### config.mk
export PLATFORM = sky130hd
export DESIGN_NAME = ordered_list_insert_delete
export DESIGN_NICKNAME = d
export VERILOG_FILES = /design/src/olid_pkg.sv /design/src/ordered_list_insert_delete.sv /design/src/olid_ram.sv
export SDC_FILE = /design/constraint.sdc
export NUM_CORES = 1
export LEC_CHECK = 0
export BUFFER_PORTS_ARGS = -buffer_cell sky130_fd_sc_hd__clkbuf_2
export CORE_AREA = 2 2 272 274
export CTS_BUF_LIST = sky130_fd_sc_hd__clkbuf_8
export DETAILED_ROUTE_END_ITERATION = 6
export DIE_AREA = 0 0 274 276
export HOLD_SLACK_MARGIN = 0.15
export PLACE_DENSITY = 0.86
export REMOVE_ABC_BUFFERS = 1
export SLEW_MARGIN = 10
export SYNTH_ARGS = -nofsm -noshare
export SYNTH_HDL_FRONTEND = slang
export SYNTH_HIERARCHICAL = 1
export SYNTH_SLANG_ARGS = --single-unit
### constraint.sdc
create_clock -name i_clk -period 19.3 [get_ports i_clk]
set_input_delay 3.86 -clock i_clk [delete_from_list [all_inputs] [get_ports i_clk]]
set_output_delay 3.86 -clock i_clk [all_outputs]
set_load 0.1 [all_outputs]
### src/olid_pkg.sv
// Shared types and constants for the ordered list insert/delete block.
// No dependencies; imported by ordered_list_insert_delete.
`default_nettype none

package olid_pkg;

    // Width of the entry_total result field.
    localparam int TOTAL_W = 6;
    // Width of one stored value.
    localparam int VALUE_W = 32;

    typedef enum logic [1:0] {
        CMD_INS_FRONT = 2'd0,
        CMD_INS_BACK  = 2'd1,
        CMD_DELETE    = 2'd2,
        CMD_DUMP      = 2'd3
    } t_cmd;

    typedef enum logic [1:0] {
        ST_DONE      = 2'd0,
        ST_FULL      = 2'd1,
        ST_NOT_FOUND = 2'd2,
        ST_EMPTY     = 2'd3
    } t_status;

    typedef enum logic [1:0] {
        S_IDLE  = 2'd0,
        S_SCAN  = 2'd1,
        S_SHIFT = 2'd2,
        S_DUMP  = 2'd3
    } t_state;

endpackage

`default_nettype wire

### src/ordered_list_insert_delete.sv
// Ordered list of up to CAPACITY signed 32-bit values kept as a circular buffer
// in a small RAM. Each request carries one command: insert at the front, insert
// at the back, delete the first entry equal to a value, or dump the list from
// front to back. Inserts, deletes and an empty dump answer with one result; a
// dump of N entries answers with N results, the final one flagged by
// o_last_of_run. Timing is set by the single RAM read port that a small
// sequencer walks one entry per cycle while the output side is not stalled:
// inserts and an empty dump are answered from the idle state, a dump starts
// the first read and then gives one result per entry, and a delete does a search up
// to the match, then a compaction pass that moves each later entry down one
// place. The block takes no new request until the current one has put its
// last result into the output register and that register is empty or being
// read out, so the next request can be taken in the same cycle that the final
// result is accepted downstream. A stall on the output side freezes the
// sequencer in place. The store needs no clearing after reset: only entries
// that have been written are ever read.
// Depends on olid_pkg and olid_ram.
`default_nettype none

module ordered_list_insert_delete #(
    parameter int CAPACITY = 32
) (
    input  wire logic                             i_clk,
    input  wire logic                             i_rst_n,
    // Request channel.
    input  wire logic                             i_in_valid,
    output logic                                  o_in_stall,
    input  wire logic [1:0]                       i_command,
    input  wire logic signed [olid_pkg::VALUE_W-1:0] i_item_value,
    // Result channel.
    output logic                                  o_out_valid,
    input  wire logic                             i_out_stall,
    output logic signed [olid_pkg::VALUE_W-1:0]   o_out_value,
    output logic [1:0]                            o_status,
    output logic                                  o_last_of_run,
    output logic [olid_pkg::TOTAL_W-1:0]          o_entry_total
);

    import olid_pkg::*;

    // Slot address width and entry count width (count must hold CAPACITY).
    localparam int FW = (CAPACITY > 1) ? $clog2(CAPACITY) : 1;
    localparam int CW = $clog2(CAPACITY + 1);
    localparam int SW = ((FW > CW) ? FW : CW) + 1;

    // Sequencer and list state.
    t_state               r_state, n_state;
    logic [CW-1:0]        r_count, n_count;
    logic [FW-1:0]        r_front, n_front;
    logic [CW-1:0]        r_idx,   n_idx;     // next logical index to read
    logic [CW-1:0]        r_pos,   n_pos;     // logical index of the read data
    logic                 r_rd_vld, n_rd_vld; // RAM read data is meaningful
    logic [VALUE_W-1:0]   r_val,   n_val;     // value searched for by a delete

    // Output register.
    logic                 r_o_valid, n_o_valid;
    logic [VALUE_W-1:0]   r_o_value, n_o_value;
    t_status              r_o_status, n_o_status;
    logic                 r_o_last, n_o_last;
    logic [TOTAL_W-1:0]   r_o_total, n_o_total;

    // RAM port signals.
    logic                 w_wr_en;
    logic [FW-1:0]        w_wr_addr;
    logic [VALUE_W-1:0]   w_wr_data;
    logic                 w_rd_en;
    logic [FW-1:0]        w_rd_addr;
    logic [VALUE_W-1:0]   w_rd_data;

    logic                 w_out_free;
    logic                 w_accept;
    logic                 w_full;
    logic                 w_more;
    logic                 w_hit;
    logic                 w_last_pos;
    logic [FW-1:0]        w_front_dec;
    logic [CW-1:0]        w_wr_logical;
    t_cmd                 w_cmd;

    // Physical slot of a logical position: front plus offset, wrapped once.
    function automatic logic [FW-1:0] slot_of(input logic [FW-1:0] front,
                                              input logic [CW-1:0] logical);
        logic [SW-1:0] sum;
        sum = SW'(front) + SW'(logical);
        if (sum >= SW'(CAPACITY)) begin
            sum = sum - SW'(CAPACITY);
        end
        return sum[FW-1:0];
    endfunction

    assign w_cmd      = t_cmd'(i_command);
    assign w_out_free = !r_o_valid || !i_out_stall;
    assign o_in_stall = !((r_state == S_IDLE) && w_out_free);
    assign w_accept   = i_in_valid && !o_in_stall;
    assign w_full     = (r_count == CW'(CAPACITY));
    assign w_more     = (r_idx < r_count);
    assign w_hit      = r_rd_vld && (w_rd_data == r_val);
    assign w_last_pos = (r_pos == r_count - CW'(1));
    assign w_front_dec = (r_front == '0) ? FW'(CAPACITY - 1) : r_front - FW'(1);

    assign w_rd_addr = slot_of(r_front, r_idx);

    olid_ram #(
        .DEPTH  (CAPACITY),
        .ADDR_W (FW),
        .DATA_W (VALUE_W)
    ) u_ram (
        .i_clk     (i_clk),
        .i_wr_en   (w_wr_en),
        .i_wr_addr (w_wr_addr),
        .i_wr_data (w_wr_data),
        .i_rd_en   (w_rd_en),
        .i_rd_addr (w_rd_addr),
        .o_rd_data (w_rd_data)
    );

    // Next state.
    always_comb begin
        n_state = r_state;
        case (r_state)
            S_IDLE: begin
                if (w_accept) begin
                    if (w_cmd == CMD_DELETE) begin
                        n_state = S_SCAN;
                    end else if (w_cmd == CMD_DUMP && r_count != '0) begin
                        n_state = S_DUMP;
                    end
                end
            end
            S_SCAN: begin
                if (w_out_free) begin
                    if (w_hit) begin
                        n_state = S_SHIFT;
                    end else if (!w_more) begin
                        n_state = S_IDLE;
                    end
                end
            end
            S_SHIFT: begin
                if (w_out_free && !w_more) begin
                    n_state = S_IDLE;
                end
            end
            S_DUMP: begin
                if (w_out_free && r_rd_vld && w_last_pos) begin
                    n_state = S_IDLE;
                end
            end
            default: n_state = S_IDLE;
        endcase
    end

    // Datapath, RAM control and result generation.
    always_comb begin
        n_count      = r_count;
        n_front      = r_front;
        n_idx        = r_idx;
        n_pos        = r_pos;
        n_rd_vld     = r_rd_vld;
        n_val        = r_val;
        n_o_valid    = r_o_valid && i_out_stall;
        n_o_value    = r_o_value;
        n_o_status   = r_o_status;
        n_o_last     = r_o_last;
        n_o_total    = r_o_total;
        w_wr_en      = 1'b0;
        w_wr_data    = i_item_value;
        w_wr_logical = r_count;
        w_rd_en      = 1'b0;
        w_wr_addr    = slot_of(r_front, w_wr_logical);

        case (r_state)
            S_IDLE: begin
                if (w_accept) begin
                    n_idx    = '0;
                    n_rd_vld = 1'b0;
                    n_val    = i_item_value;
                    case (w_cmd)
                        CMD_INS_FRONT, CMD_INS_BACK: begin
                            n_o_valid  = 1'b1;
                            n_o_value  = '0;
                            n_o_last   = 1'b1;
                            if (w_full) begin
                                n_o_status = ST_FULL;
                            end else begin
                                w_wr_en    = 1'b1;
                                n_count    = r_count + CW'(1);
                                n_o_status = ST_DONE;
                                if (w_cmd == CMD_INS_FRONT) begin
                                    n_front   = w_front_dec;
                                    w_wr_addr = w_front_dec;
                                end
                            end
                            n_o_total = TOTAL_W'(n_count);
                        end
                        CMD_DUMP: begin
                            if (r_count == '0) begin
                                n_o_valid  = 1'b1;
                                n_o_value  = '0;
                                n_o_status = ST_EMPTY;
                                n_o_last   = 1'b1;
                                n_o_total  = TOTAL_W'(r_count);
                            end
                        end
                        default: begin
                            // Delete starts its search in the next cycle.
                        end
                    endcase
                end
            end
            S_SCAN: begin
                if (w_out_free) begin
                    if (w_hit) begin
                        n_idx    = r_pos + CW'(1);
                        n_rd_vld = 1'b0;
                    end else if (w_more) begin
                        w_rd_en  = 1'b1;
                        n_pos    = r_idx;
                        n_idx    = r_idx + CW'(1);
                        n_rd_vld = 1'b1;
                    end else begin
                        n_rd_vld   = 1'b0;
                        n_o_valid  = 1'b1;
                        n_o_value  = '0;
                        n_o_status = ST_NOT_FOUND;
                        n_o_last   = 1'b1;
                        n_o_total  = TOTAL_W'(r_count);
                    end
                end
            end
            S_SHIFT: begin
                if (w_out_free) begin
                    // Move the entry just read down one logical place.
                    w_wr_logical = r_pos - CW'(1);
                    w_wr_addr    = slot_of(r_front, w_wr_logical);
                    w_wr_data    = w_rd_data;
                    w_wr_en      = r_rd_vld;
                    if (w_more) begin
                        w_rd_en  = 1'b1;
                        n_pos    = r_idx;
                        n_idx    = r_idx + CW'(1);
                        n_rd_vld = 1'b1;
                    end else begin
                        n_rd_vld   = 1'b0;
                        n_count    = r_count - CW'(1);
                        n_o_valid  = 1'b1;
                        n_o_value  = '0;
                        n_o_status = ST_DONE;
                        n_o_last   = 1'b1;
                        n_o_total  = TOTAL_W'(n_count);
                    end
                end
            end
            S_DUMP: begin
                if (w_out_free) begin
                    if (r_rd_vld) begin
                        n_o_valid  = 1'b1;
                        n_o_value  = w_rd_data;
                        n_o_status = ST_DONE;
                        n_o_last   = w_last_pos;
                        n_o_total  = TOTAL_W'(r_count);
                    end
                    if (w_more) begin
                        w_rd_en  = 1'b1;
                        n_pos    = r_idx;
                        n_idx    = r_idx + CW'(1);
                        n_rd_vld = 1'b1;
                    end else begin
                        n_rd_vld = 1'b0;
                    end
                end
            end
            default: begin
            end
        endcase
    end

    // Control registers.
    always_ff @(posedge i_clk) begin
        if (!i_rst_n) begin
            r_state   <= S_IDLE;
            r_count   <= '0;
            r_front   <= '0;
            r_rd_vld  <= 1'b0;
            r_o_valid <= 1'b0;
        end else begin
            r_state   <= n_state;
            r_count   <= n_count;
            r_front   <= n_front;
            r_rd_vld  <= n_rd_vld;
            r_o_valid <= n_o_valid;
        end
    end

    // Payload registers.
    always_ff @(posedge i_clk) begin
        r_idx      <= n_idx;
        r_pos      <= n_pos;
        r_val      <= n_val;
        r_o_value  <= n_o_value;
        r_o_status <= n_o_status;
        r_o_last   <= n_o_last;
        r_o_total  <= n_o_total;
    end

    assign o_out_valid   = r_o_valid;
    assign o_out_value   = $signed(r_o_value);
    assign o_status      = r_o_status;
    assign o_last_of_run = r_o_last;
    assign o_entry_total = r_o_total;

    // The list never holds more than its capacity.
    a_count_bound: assert property (@(posedge i_clk) disable iff (!i_rst_n)
        r_count <= CW'(CAPACITY))
        else $error("entry count exceeds capacity");

    // The front slot always addresses a real entry of the store.
    a_front_bound: assert property (@(posedge i_clk) disable iff (!i_rst_n)
        {1'b0, r_front} < (FW+1)'(CAPACITY))
        else $error("front slot out of range");

    // A walk never reads past the last held entry.
    a_idx_bound: assert property (@(posedge i_clk) disable iff (!i_rst_n)
        (r_state != S_IDLE) |-> (r_idx <= r_count))
        else $error("read index beyond entry count");

    // Finishing a compaction pass removes exactly one entry.
    a_delete_shrinks: assert property (@(posedge i_clk) disable iff (!i_rst_n)
        (r_state == S_SHIFT && w_out_free && !w_more)
            |=> (r_count == $past(r_count) - CW'(1)))
        else $error("delete did not remove one entry");

endmodule

`default_nettype wire

### src/olid_ram.sv
// Single-port-write, single-port-read value store with a registered read.
// Depends on nothing; used by ordered_list_insert_delete.
`default_nettype none

module olid_ram #(
    parameter int DEPTH  = 32,
    parameter int ADDR_W = 5,
    parameter int DATA_W = 32
) (
    input  wire logic              i_clk,
    input  wire logic              i_wr_en,
    input  wire logic [ADDR_W-1:0] i_wr_addr,
    input  wire logic [DATA_W-1:0] i_wr_data,
    input  wire logic              i_rd_en,
    input  wire logic [ADDR_W-1:0] i_rd_addr,
    output logic      [DATA_W-1:0] o_rd_data
);

    logic [DATA_W-1:0] r_mem [DEPTH];

    always_ff @(posedge i_clk) begin
        if (i_wr_en) begin
            r_mem[i_wr_addr] <= i_wr_data;
        end
    end

    // Read data holds while the read is not enabled.
    always_ff @(posedge i_clk) begin
        if (i_rd_en) begin
            o_rd_data <= r_mem[i_rd_addr];
        end
    end

endmodule

`default_nettype wire
==> flow_summary_export.csv, run 1 <==
group,metric,value,unit
logic_synthesis,synth_xor_area_share,1.289,%
clock_tree,htreeDepth,4,
timing,clock_skew,0.03559,ns
logic_synthesis,synth_compound_area_share,5.651,%
route,via_per_inst,6.491,
route,wl_met1,40080,um
clock_tree,clk_latency,0.83,ns
clock_tree,cts_resized,0,
hold_path,hold_path_class,"flip-flop to flip-flop",
power_and_ir_drop,peakVddDrop,168.2,uV
route,vias,26200,
timing,max_freq,114.4,MHz
logic_synthesis,synth_top_family_by_area,"multiplexers",
floorplan,dieArea,0.07562,mm^2
floorplan,rows,99,
logic_synthesis,synthSimpleGateAreaFrac,4.543,%
route,remaining_drc_errors,0,
hold_path,hold_path_startpoint,"r_state[1]",
global_route,grt_max_degree,121,
logic_synthesis,yosysWarnings,6,
clock_tree,clkTransAtPathRegs,0.06,ns
flow_run,max-cap-violations,0,
timing,drv_slew,0,
logic_synthesis,synth-edff-count,1141,
global_route,grt.total_usage,28.74,%
timing,hold_slack,0.5277,ns
hold_path,holdPathEnd,"r_state[1]",
setup_path,critPathLaunchType,"input pin",
cells_and_area,syn2layout_area_growth,9.129,%
global_route,antenna_found_initial,2,
clock_tree,cts.sink_count,1156,
global_route,grt_first_pass_wirelength,161700,um
route,met2_length,54890,um
cells_and_area,register_area,0.03456,mm^2
setup_path,worstSetupPathType,"input pin to primary output",
hold_path,holdPathStages,2,
timing,setup_tns,0,ns
timing,hold_viol,0,
route,ant_nets,0,
power_and_ir_drop,p_total,7.701,mW
setup_path,critPathRequiredTime,15.44,ns
timing,fin_crit,8.741,ns
placed_design,place_ws,10.58,ns
placed_design,portBuffers,80,
clock_tree,root_buffer,"clkbuf_8",
route,first_pass_iters,7,
logic_synthesis,synth_top_area_cell,"edfxtp_1",
floorplan,die_w,274,um
setup_path,r2r-end,"u_ram/r_mem[13][20]",
route,top_layer_used,"met5",
logic_synthesis,synthAdderAreaFrac,0.8756,%
clock_tree,numCtsBuffers,171,
global_route,grt_overflow,0,
logic_synthesis,synth.distinct_cells,59,
placed_design,place_hpwl,63620,um
floorplan,fp.coreArea,0.07259,mm^2
cells_and_area,fin_nets,3019,
cells_and_area,multiInputGateArea,0.01161,mm^2
logic_synthesis,syn-cell-area,0.04687,mm^2
route,wl_per_cell,27.00,um
logic_synthesis,ys_seq_area_share,73.74,%
timing,slew_headroom,17.98,%
clock_tree,cts_tree,"done",
logic_synthesis,yosys-mux-area-fraction,11.77,%
setup_path,arrival,4.88,ns
setup_path,r2r_slack,14.07,ns
logic_synthesis,synth_seq_cells,1156,
logic_synthesis,synthFlopType,"edfxtp_1",
clock_tree,cts_setup_buffers,0,
global_route,grt_pass1_vias,26560,
cells_and_area,fin_util,70.47,%
clock_tree,hold_buffers,0,
timing,tightest_slew,1.227,ns
cells_and_area,layout-drive-gt1-share,12.95,%
route,first_iter_violations,3526,
floorplan,num_io_pins,81,
placed_design,gp_congestion,0.8918,
logic_synthesis,syn_area_per_cell,16.56,um^2
logic_synthesis,synth_area_leaders,"edfxtp_1 (73%), mux2i_1 (11%), a22oi_1 (1.5%)",
cells_and_area,nFillCells,4337,
logic_synthesis,synth_top_area_share,73.10,%
route,finalWirelength,109000,um
timing,worst_slack,10.56,ns
status,outcome,"complete, no violations",
setup_path,r2r_start,"r_count[0]",
timing,rsz0062_at_grt,"no",
setup_path,cp-end-kind,"primary output",
logic_synthesis,syn_inst,2831,
timing,setup_viol,0,
route,wl_met3,7920,um
setup_path,worstPathMaxFanout,13,
setup_path,r2r_cells,9,
power_and_ir_drop,powerDensity,150.5,mW/mm^2
floorplan,die_h,276,um
timing,fin_crit_sh,45.29,%
logic_synthesis,async_flop_share,0,%
power_and_ir_drop,p_leak,17.25,nW
clock_tree,clock_path_buffers,3,
floorplan,initial_utilization,64.57,%
## critical path, stage by stage
cell,delay (ns)
clkbuf_2,0.10
nand2_1,0.24
nand2_1,0.20
clkbuf_2,0.48
## layer usage
| metal | track usage (%) | vias to the layer above |
|---|---|---|
| li1 | - | 11330 |
| met1 | 35.92 | 13110 |
| met2 | 47.79 | 1463 |
| met3 | 5.142 | 303 |
| met4 | 15.80 | 2 |
| met5 | 0 | - |
## registers in the layout, indices dropped and copies added, names as in the netlist, 6 cells and up
register	cells
r_idx	6
r_count	6
u_ram/o_rd_data	32
r_val	32
o_entry_total	6
o_out_value	32
u_ram/r_mem	1024
r_pos	6
## Yosys cell counts, types with 5 or more instances
cell / count
nand2_1: 135
mux2i_1: 515
a22oi_1: 96
a22o_1: 64
nand4_1: 7
nand3b_1: 9
xnor2_1: 51
buf_1: 7
nand2b_1: 7
nor2b_1: 5
a31oi_1: 36
mux2_2: 32
nor2_1: 56
nand3_1: 122
o21ai_0: 32
nor3_1: 41
edfxtp_1: 1141
buf_4: 36
dfxtp_1: 15
buf_6: 17
buf_2: 31
a21oi_1: 131
inv_1: 29
xor2_1: 18
o31ai_1: 6
or3_1: 9
and2_1: 35
clkbuf_1: 61
ha_1: 28
a21o_1: 7
## worst max path at each step
stage                 from            endpoint  cells past startpoint
2_1_floorplan     r_idx[0]  u_ram/o_rd_data[0]                      5
3_3_place_gp   i_out_stall          o_in_stall                      4
3_5_place_dp   i_out_stall          o_in_stall                      4
4_1_cts        i_out_stall          o_in_stall                      4
5_1_grt        i_out_stall          o_in_stall                      4
6_report       i_out_stall          o_in_stall                      4
## per-stage QoR
stage	cells	instance area, um^2
final	4037	51150
after global routing	4034	51140
after CTS	4033	51140
after detailed placement	3736	48070
after global placement	3736	48070
after floorplan	2676	45980
## final cells by class
type                    count  area share [%]
diodes                      4         0.01957
clock buffers             173           4.655
clock inverters           124           1.350
inverters                  29          0.2128
multi-input cells        1491           22.71
flip-flops and latches   1156           67.57
well taps                 959           2.346
repair buffers            101           1.140
## logic make-up after synthesis
group           count (synthesis)
fa+ha+maj                      31
simple gates                  444
xor+xnor                       69
mux                           547
flops                        1156
buf+inv                       184
compound gates                400
## cells in the final DEF (no fill, tap or decap), types with 4 or more instances in the layout
| cell type | count |
|---|---|
| a22oi_1 | 96 |
| clkbuf_2 | 80 |
| o21ai_0 | 32 |
| o31ai_1 | 6 |
| nand4_1 | 7 |
| nand2b_1 | 5 |
| ha_1 | 26 |
| nor3_1 | 41 |
| mux2i_1 | 515 |
| a21oi_1 | 130 |
| a22o_1 | 64 |
| o211ai_1 | 4 |
| inv_8 | 6 |
| dfxtp_1 | 15 |
| xnor2_1 | 51 |
| bufinv_16 | 5 |
| a211oi_1 | 4 |
| a21o_1 | 7 |
| inv_1 | 68 |
| a31oi_1 | 36 |
| clkinv_2 | 18 |
| clkinv_1 | 49 |
| nor2_1 | 23 |
| buf_4 | 19 |
| diode_2 | 4 |
| nand3b_1 | 9 |
| clkbuf_8 | 173 |
| nor2_4 | 33 |
| edfxtp_1 | 1141 |
| xor2_1 | 18 |
| mux2_2 | 32 |
| and2_1 | 33 |
| or3_1 | 9 |
| nand3_1 | 122 |
| nand2_1 | 134 |
## where the power goes
| group | leakage [nW] | internal [mW] | switching, mW |
|---|---|---|---|
| clock network | 1.73 | 0.904 | 0.910 |
| registers | 10.5 | 3.12 | 0.0994 |
| logic | 5.06 | 0.764 | 1.90 |
(Power assumes the default switching activity.)
==> inputs of run 2 (changes only) <==
Clock period 19.3 ns to 8.9 ns, I/O delays scaled along.
==> run 2 against run 1 <==
Effect of this change: clock power grew 120%; cell count barely moved; first-iteration DRC count increased by 12%; cell area stayed put; sequential cell count did not move; combinational power is 130% higher; die area is the same; critical endpoint is now u_ram/r_mem[7][13]; clock skew increased by 0.00068 ns; worst hold slack better by 0.00079 ns; routed wire length rose by 6.8%; critical path type is now input pin to flip-flop; clock-buffer cell count increased by 6; sequential share of layout area unchanged.
==> flow_summary_export.csv, run 2 (same netlist as run 1, synthesis figures left out) <==
group,metric,value,unit
timing,worst_slack,3.473,ns
setup_path,r2r-end,"u_ram/r_mem[7][13]",
timing,tightest_slew,1.271,ns
global_route,grt_max_degree,162,
route,remaining_drc_errors,0,
timing,drv_slew,0,
route,first_iter_violations,3954,
cells_and_area,fin_nets,3013,
setup_path,r2r_start,"r_state[0]",
timing,hold_viol,0,
global_route,grt_pass1_vias,26110,
timing,rsz0062_at_grt,"no",
route,vias,26800,
route,finalWirelength,116500,um
power_and_ir_drop,peakVddDrop,370.4,uV
floorplan,rows,99,
cells_and_area,largest_reg_flops,1024,
placed_design,portBuffers,80,
cells_and_area,layout-drive-gt1-share,13.07,%
floorplan,die_h,276,um
status,outcome,"complete, no violations",
setup_path,r2r_cells,7,
timing,fin_crit,5.427,ns
setup_path,critPathRequiredTime,9.30,ns
clock_tree,hold_buffers,0,
route,wl_per_cell,28.86,um
clock_tree,clkTransAtPathRegs,0.06,ns
floorplan,fp.coreArea,0.07259,mm^2
floorplan,num_io_pins,81,
clock_tree,clk_latency,0.82,ns
timing,max_freq,184.3,MHz
setup_path,arrival,5.83,ns
placed_design,dpl_cell_area,0.04804,mm^2
floorplan,initial_utilization,64.57,%
setup_path,worstSetupPathType,"input pin to flip-flop",
power_and_ir_drop,p_leak,17.26,nW
floorplan,die_w,274,um
power_and_ir_drop,powerDensity,332.2,mW/mm^2
clock_tree,htreeDepth,4,
floorplan,dieArea,0.07562,mm^2
global_route,antenna_found_initial,5,
hold_path,hold_path_class,"flip-flop to flip-flop",
clock_tree,cts.sink_count,1156,
cells_and_area,fin_util,70.47,%
hold_path,holdPathStages,2,
cells_and_area,layout_common_cells,"edfxtp_1 (1141), mux2i_1 (515), clkbuf_8 (179)",
timing,hold_slack,0.5285,ns
cells_and_area,layout_commonest_cell,"edfxtp_1",
timing,clock_skew,0.03627,ns
global_route,grt.total_usage,30.64,%
setup_path,cp-end-kind,"flip-flop",
cells_and_area,syn2layout_area_growth,9.129,%
cells_and_area,stdcell_area,0.05115,mm^2
cells_and_area,top_register,"u_ram/r_mem",
hold_path,hold_path_startpoint,"r_state[1]",
setup_path,r2r_slack,3.51,ns
cells_and_area,final_cells,4036,
route,ant_nets,0,
flow_run,max-cap-violations,0,
route,via_per_inst,6.641,
clock_tree,cts_resized,0,
timing,setup_viol,0,
hold_path,holdPathEnd,"r_state[1]",
clock_tree,cts_tree,"done",
placed_design,place_inst,3730,
route,first_pass_iters,6,
setup_path,critPathLaunchType,"input pin",
timing,slew_headroom,15.26,%
clock_tree,root_buffer,"clkbuf_8",
clock_tree,cts_setup_buffers,0,
global_route,grt_first_pass_wirelength,168700,um
placed_design,place_ws,2.830,ns
placed_design,place_hpwl,69740,um
global_route,grt_overflow,0,
clock_tree,clock_path_buffers,3,
placed_design,gp_congestion,0.9292,
setup_path,worstPathMaxFanout,37,
timing,fin_crit_sh,60.98,%
clock_tree,numCtsBuffers,171,
-- run 2: changes by cell type in the layout (fill, tap and decap cells not counted), sizes merged --
| cell | delta |
|---|---|
| inv | -3 |
| clkbuf | +6 |
| clkinv | +4 |
| bufinv | -1 |
| clkinvlp | +2 |
| buf | -6 |
| diode | -3 |
-- run 2: worst max path at each step --
stage / from / endpoint / slack [ns] / depth (start not counted)
6_report: i_out_stall / u_ram/r_mem[7][13] / 3.47 / 7
5_1_grt: r_state[0] / u_ram/r_mem[7][20] / 3.34 / 7
4_1_cts: i_out_stall / u_ram/r_mem[15][7] / 3.67 / 7
3_5_place_dp: i_out_stall / u_ram/r_mem[15][19] / 2.83 / 7
3_3_place_gp: i_out_stall / u_ram/r_mem[3][11] / 2.92 / 7
2_1_floorplan: r_idx[0] / u_ram/o_rd_data[0] / -8.27 / 5
-- run 2: layer usage --
metal / global-route usage [%] / vias to the layer above / part of all wire, %
li1: - / 11310 / -
met1: 41.26 / 13200 / 36
met2: 47.41 / 1960 / 47
met3: 6.783 / 337 / 11
met4: 15.76 / 0 / 5.2
met5: 0 / - / 0
-- run 2: layout make-up --
cell class / count / area, um^2
multi-input combinational: 1491 / 11610
clock buffer: 179 / 2464
timing repair buffer: 95 / 550.5
inverter: 29 / 108.9
antenna: 1 / 2.502
clock inverter: 126 / 648.1
sequential: 1156 / 34560
fill: 4330 / 21440
tap: 959 / 1200
-- run 2: metrics by stage --
stage | power [mW] | setup TNS (ns)
global placement | 12.82 | 0
detailed placement | 12.97 | 0
CTS | 16.90 | 0
finish | 16.99 | 0
global route | 17.46 | 0
floorplan | 11.72 | -264.66
-- run 2: worst max-delay path, stage by stage --
cell	delay, ns
clkbuf_2	0.09
nand2_1	0.30
and2_2	1.07
a21oi_1	0.16
o21ai_0	0.32
nand3_1	0.87
nor2_4	1.18
-- run 2: report_power, final --
group	leakage, nW	switching (mW)	internal, mW
combinational	5.03	4.39	1.66
clock	1.76	1.97	1.98
sequential	10.5	0.209	6.78
total	17.3	6.58	10.4
